$ cat src/btpc_pkg.sv
package btpc_pkg;

  localparam int unsigned NumW = 64;
  localparam int unsigned DenW = 31;
  localparam int unsigned DivCells = NumW;

  localparam logic signed [31:0] TFINE_OFFSET = 32'sd128000;
  localparam logic [20:0]        PRESS_BASE   = 21'd1048576;
  localparam logic signed [63:0] PRESS_SCALE  = 64'sd3125;
  localparam logic signed [63:0] P1_BIAS      = 64'sh0000_8000_0000_0000;
  localparam int unsigned        P4_SHIFT     = 35;

  localparam logic [2:0] REG_TEMP    = 3'd0;
  localparam logic [2:0] REG_PRESS_A = 3'd1;
  localparam logic [2:0] REG_PRESS_B = 3'd2;
  localparam logic [2:0] REG_PRESS_C = 3'd3;

  // One slot of the divider chain: partial remainder, dividend bits shifting
  // out at the top and quotient bits shifting in at the bottom.
  typedef struct packed {
    logic                valid;
    logic                dz;
    logic                neg;
    logic signed [23:0]  temp;
    logic [DenW-1:0]     den;
    logic [DenW-1:0]     rem;
    logic [NumW-1:0]     acc;
  } div_t;

endpackage

$ cat src/btpc_div_cell.sv
module btpc_div_cell import btpc_pkg::*; (
  input  logic clk_i,
  input  logic rst_ni,
  input  logic ce_i,
  input  div_t cell_i,
  output div_t cell_o
);

  logic          vld_q;
  div_t          data_q, data_d;
  logic [DenW:0] r2, diff;
  logic          ge;

  // One restoring step: bring down the next dividend bit, subtract if it fits.
  always_comb begin
    r2   = {cell_i.rem, cell_i.acc[NumW-1]};
    diff = r2 - {1'b0, cell_i.den};
    ge   = (r2 >= {1'b0, cell_i.den});
    data_d     = cell_i;
    data_d.rem = ge ? diff[DenW-1:0] : r2[DenW-1:0];
    data_d.acc = {cell_i.acc[NumW-2:0], ge};
  end

  always_ff @(posedge clk_i or negedge rst_ni) begin
    if (!rst_ni) begin
      vld_q <= 1'b0;
    end else if (ce_i) begin
      vld_q <= cell_i.valid;
    end
  end

  always_ff @(posedge clk_i) begin
    if (ce_i) begin
      data_q <= data_d;
    end
  end

  always_comb begin
    cell_o       = data_q;
    cell_o.valid = vld_q;
  end

endmodule

$ cat config.mk
export PLATFORM = sky130hd
export DESIGN_NAME = btpc_div_cell
export DESIGN_NICKNAME = d
export VERILOG_FILES = /design/src/btpc_pkg.sv /design/src/btpc_div_cell.sv
export SDC_FILE = /design/constraint.sdc
export NUM_CORES = 1
export LEC_CHECK = 0
export BUFFER_PORTS_ARGS = -buffer_cell sky130_fd_sc_hd__buf_2
export CORE_ASPECT_RATIO = 0.8
export CORE_MARGIN = 4
export CORE_UTILIZATION = 47
export CTS_CLUSTER_SIZE = 28
export DETAILED_ROUTE_END_ITERATION = 12
export GPL_ROUTABILITY_DRIVEN = 0
export GPL_TIMING_DRIVEN = 0
export PLACE_DENSITY_LB_ADDON = 0.1
export SLEW_MARGIN = 10
export SYNTH_ARGS = -nofsm -noshare
export SYNTH_HDL_FRONTEND = slang
export SYNTH_SLANG_ARGS = --single-unit
$ cat constraint.sdc
create_clock -name clk_i -period 1.01 [get_ports clk_i]
set_clock_uncertainty 0.2 [all_clocks]
set_input_delay 0.101 -clock clk_i [delete_from_list [all_inputs] [get_ports clk_i]]
set_output_delay 0.101 -clock clk_i [all_outputs]
set_load 0.05 [all_outputs]
Word level (Yosys, flattened, before mapping) --
Index checks and enable logic that the tools add are counted.
Operators by class: $add $sub $neg 1, muxes and demuxes 1, order comparisons 1
Operators with widths (number):
- $ge A32 B31 Y1 | 1
- $mux W31 | 1
- $sub A31 B31 Y31 | 1
Word-level totals: input port bits 156, bits in registers 153, logic and storage cells 10, output and inout bits 153

Depth between registers and ports, before layout --
depth after elaboration 2, depth in mapped cells 12, gate-level depth less buffers 11

Worst setup path before layout --
Ideal clock, no wire load.
kind input -> register, start point in cell_i[100] (netlist name), end point reg data_q (netlist bit cell_o[68]) (data pin), arrival 2.168 ns, buffers on the path 1, slack -1.619 ns, setup time 0.260 ns, data required time 0.550 ns, stages on the path 10, cell sequence inv_1 -> ha_1 -> a21o_1 -> or3_1 -> o21a_2 -> a31o_4 -> o21ai_4 -> nand3_4 -> buf_6 -> mux2_4
RTL lines:
- from (decl) | RTL line btpc_div_cell.sv:5 | input div_t cell_i,
- to (signal assigned) | RTL line btpc_div_cell.sv:34 | data_q <= data_d;
- to (decl) | RTL line btpc_div_cell.sv:10 | div_t data_q, data_d;

==> results.txt <==
----------------------------------------------------
[STA]
  Shortest clock period the worst path allows after layout ... 2.49 ns
  Worst hold margin ... -0.345 ns
  Total of endpoints with negative setup slack in the final report ... about 190
  Fmax ... 0.401 GHz
  Final worst path period share ... 247%
  RSZ-0062 raised after global routing ... true
  Actual transition at the worst max-transition pin ... around 0.52 ns
  Number of slew-limit violations in the final report ... 0
  Final WS setup ... -1.48 ns
  Max_slew headroom ... 64.7%
  Final Hold Viols ... 91

[Power]
  Switching power of the nets ... ~0.0077 W
  Power per Cell Area ... ~1700 nW/µm²
  Clk pwr share ... 29.7%
  Pleak ... between 5 and 6 nW
  Largest vdd supply drop ... 1.95 mV
  Internal cell power ... ~0.014 W
  Reg power frac ... a little under two fifths
  Combinational power share ... between 30% and 40%
  Sw Ratio ... a little over a third
  Overall Power ... between 0.02 and 0.025 W

[Worst setup path]
  Critical Path End Type ... register
  Startpoint types ... primary input
  Worst setup path category ... primary input to register
  Worst endpoint required time ... 1.00 ns
  Critical Path, Cell by Cell ... buf_2, inv_1, ha_4, a21oi_1, nor2_1, a211oi_2, o221ai_2, a41o_4, a2111o_1, a21o_1, a31o_1
  Crit path DAT ... around 2.5 ns
  Slowest stage cell, crit path ... sky130_fd_sc_hd__a2111o_1
  Maximum single-stage delay on the critical path ... around 0.44 ns
  Maximum fanout count along the critical path ... 8

[Synth]
  Net Count, Synth ... approximately 680
  Distinct cell type count of the synthesized netlist ... 57
  Top cells by area in the synthesized netlist ... sky130_fd_sc_hd__edfxtp_1 67%, sky130_fd_sc_hd__ha_1 5.7%, sky130_fd_sc_hd__a21oi_1 3.8%
  Leading register cell type out of synthesis ... sky130_fd_sc_hd__edfxtp_1
  Flops & latches, synth ... between 150 and 200
  Cell count after synthesis ... between 400 and 500
  Async set-or-reset flop fraction in the synthesized netlist ... less than 1%
  Share of the synthesized area in the top cell type ... 67.2%
  Synth Warn # ... 0
  Cell type contributing the most total cell area after synthesis ... sky130_fd_sc_hd__edfxtp_1
  Synthesized area ... approximately 6800 µm²
  Sequential area share after synthesis ... between 60% and 70%
  Number of enable-type register cells in the synthesized netlist ... around 150
  Mean instance size in the synthesized netlist ... between 10 and 15 µm²

[Detailed routing]
  Total number of vias ... 6988
  Remaining antenna violation count after routing ... 0
  Via-to-Cell Ratio ... 5.88
  Number of design rule violations left after detail routing ... 0
  WL final ... 31800 µm
  Wirelength per Cell ... roughly 27 µm
  Total iterations of the first detailed-routing run ... 8
  Initial DRC Count ... 793

[Cells and area]
  Fraction of final layout cells with drive strength greater than 1 ... a little under 50%
  Area added between synthesis and finish ... 85.9%
  Post-Layout Cell Count ... 1188
  Final Net Count ... around 1.2k

[Clock network]
  CTS tree ... done
  Clock slew at the register clock pins of the worst setup and hold paths ... roughly 0.06 ns
  Clk_lat worst skew ... around 0.43 ns
  Clock Tree Buf Depth ... 2
  Number of clock buffers inserted by TritonCTS ... 17
  Cell at the root of the clock tree ... sky130_fd_sc_hd__clkbuf_16
  Count of clock tree sinks ... about 150
  CTS H-Tree Depth ... 4

[Global routing]
  Global-route wire length before repair ... ~40000 µm
  Antenna violations before repair ... 2
  Via count of the first global-routing pass ... a little under 7k
  Grt ovf ... 0
  Maximum number of pins on one net before global-route repair ... 87
  Overall track demand over capacity in global routing ... ~32%

[Floorplanning]
  Rows ... 38
  Total Die Area ... 16400 µm²
  Die outline width ... 142 µm
  Placeable Area ... 13800 µm²
  I/O pin cnt ... roughly 300
  Vertical die dimension ... about 120 µm
  Starting utilization of the core area ... between 40% and 50%

[Hold path]
  Worst hold-check path type ... primary input to register

[Flow run]
  Number of max-cap violations ... 0

[Status]
  Outcome ... finished, violations left
  Violated checks ... negative hold slack, negative setup slack

[Placed design]
  Number of buffers added on ports ... about 310
  Instance count after placement with tap cells included ... between 900 and 1k
  Dpl hpwl ... ~15000 µm

----------------------------------------------------
-- logic make-up (layout without fill, tap and decap cells) --
kind of cell,after synthesis,in the layout,synth area share (%)
XOR/XNOR,26,26,3.35
adder cells (fa/ha/maj),32,32,6.01
AND/OR/NAND/NOR,101,101,7.33
flip-flops,153,153,67.6
multiplexers,5,5,0.995
other,0,2,0
AO/OA/AOI/OAI,117,117,11.2
buffers and inverters,55,572,3.52
-- cell usage after synthesis (all sizes together) (2+ instances only) --
| cell type | n |
|---|---|
| a31oi | 4 |
| a21boi | 2 |
| a211oi | 3 |
| a311oi | 2 |
| o21ai | 19 |
| xor2 | 10 |
| o21bai | 2 |
| buf | 10 |
| o31a | 2 |
| mux2 | 5 |
| o2111ai | 4 |
| nand2b | 4 |
| nor2 | 38 |
| inv | 41 |
| a21o | 12 |
| or3 | 3 |
| a31o | 3 |
| o211a | 2 |
| o21a | 4 |
| ha | 31 |
| nor2b | 2 |
| nand2 | 17 |
| and2 | 4 |
| xnor2 | 16 |
| a21oi | 52 |
| and3 | 3 |
| nor4 | 3 |
| nand4 | 11 |
| edfxtp | 152 |
| nor3 | 3 |
| clkbuf | 4 |
| nand3 | 9 |
-- path summary, 6_finish.rpt --
check,from,end,slack (ns),cells after the start
setup / recovery,cell_i[109],cell_o[91],-1.48,11
hold / removal,cell_i[95],cell_o[95],-0.35,1
setup reg to reg,vld_q,vld_q,0.03,1
hold reg to reg,vld_q,vld_q,0.36,1
max in group asynchronous,rst_ni,vld_q,0.20,3
min in group asynchronous,rst_ni,vld_q,0.30,3
-- timing repair --
item,CTS,global route
pin swaps,18,36
resized for setup,381,89
hold buffers,146,1
cloned,3,0
endpoints found under the hold margin,237,93
endpoints found under the setup margin,254,239
buffers inserted,14,19
-- per-stage QoR --
step                utilization, %  hold WS, ns  setup slack [ns]  TNS (ns)  cell area (µm²)
detailed placement            62.8       -0.319             -1.99   -128.41             8690
CTS                           88.0       -0.353             -1.25    -82.56            12200
finish                        91.2       -0.345             -1.48    -88.99            12600
global route                  91.2       -0.354             -1.53    -92.80            12600
floorplan                        -       -0.395             -1.50    -44.26             6890
global placement              62.6       -0.323             -2.19   -372.69             8650
-- cell usage in the layout (no fill, tap or decap), drive strengths merged, types with 3 or more instances in the layout --
| cell | instances |
|---|---|
| or3 | 3 |
| a211oi | 3 |
| nand4 | 11 |
| a21oi | 52 |
| nand2b | 4 |
| mux2 | 5 |
| clkbuf | 21 |
| and2 | 4 |
| o21a | 4 |
| dlygate4sd3 | 147 |
| clkinv | 5 |
| edfxtp | 152 |
| and3 | 3 |
| xor2 | 10 |
| ha | 31 |
| nor4 | 3 |
| o2111ai | 4 |
| nor3 | 3 |
| a31o | 3 |
| a31oi | 4 |
| clkinvlp | 3 |
| xnor2 | 16 |
| nor2 | 38 |
| nand2 | 17 |
| a21o | 12 |
| o21ai | 19 |
| inv | 46 |
| nand3 | 9 |
| buf | 349 |
-- power by group through the flow --
stage	clock, W	sequential (W)	combinational (W)
final	0.00645	0.00809	0.00715
after global routing	0.00671	0.00812	0.00734
after CTS	0.00624	0.00801	0.00641
after detailed placement	0	0.00798	0.00483
after global placement	0	0.00798	0.00476
after floorplan	0	0.0101	0.00129
-- area by class of cell --
class / instances / area (µm²)
diodes: 2 / 5.00
plain buffers: 11 / 169
clock buffers: 18 / 429
clock inverters: 14 / 141
fillers: 466 / 1210
inverters: 41 / 179
multi-input cells: 281 / 2530
flip-flops and latches: 153 / 4590
well taps: 180 / 225
repair buffers: 488 / 4360
-- metal layers --
metal | up-vias | part of all wire [%] | global-route usage [%]
met5 | - | 0 | 0
met4 | 0 | 6.4 | 12.5
met3 | 181 | 12 | 9.32
met2 | 673 | 49 | 56.8
met1 | 3275 | 33 | 38.0
li1 | 2859 | - | -
-- critical path: cells and delay by family --
kind	cells	cell delay (ns)
simple gates	1	0.10
buf+inv	2	0.24
fa+ha+maj	1	0.25
compound gates	7	1.79
-- state kept, by name (all words and copies together), names as in the netlist --
signal and cells:
cell_o 152, vld_q 1
Note: power is estimated with default switching activity, not from simulation.
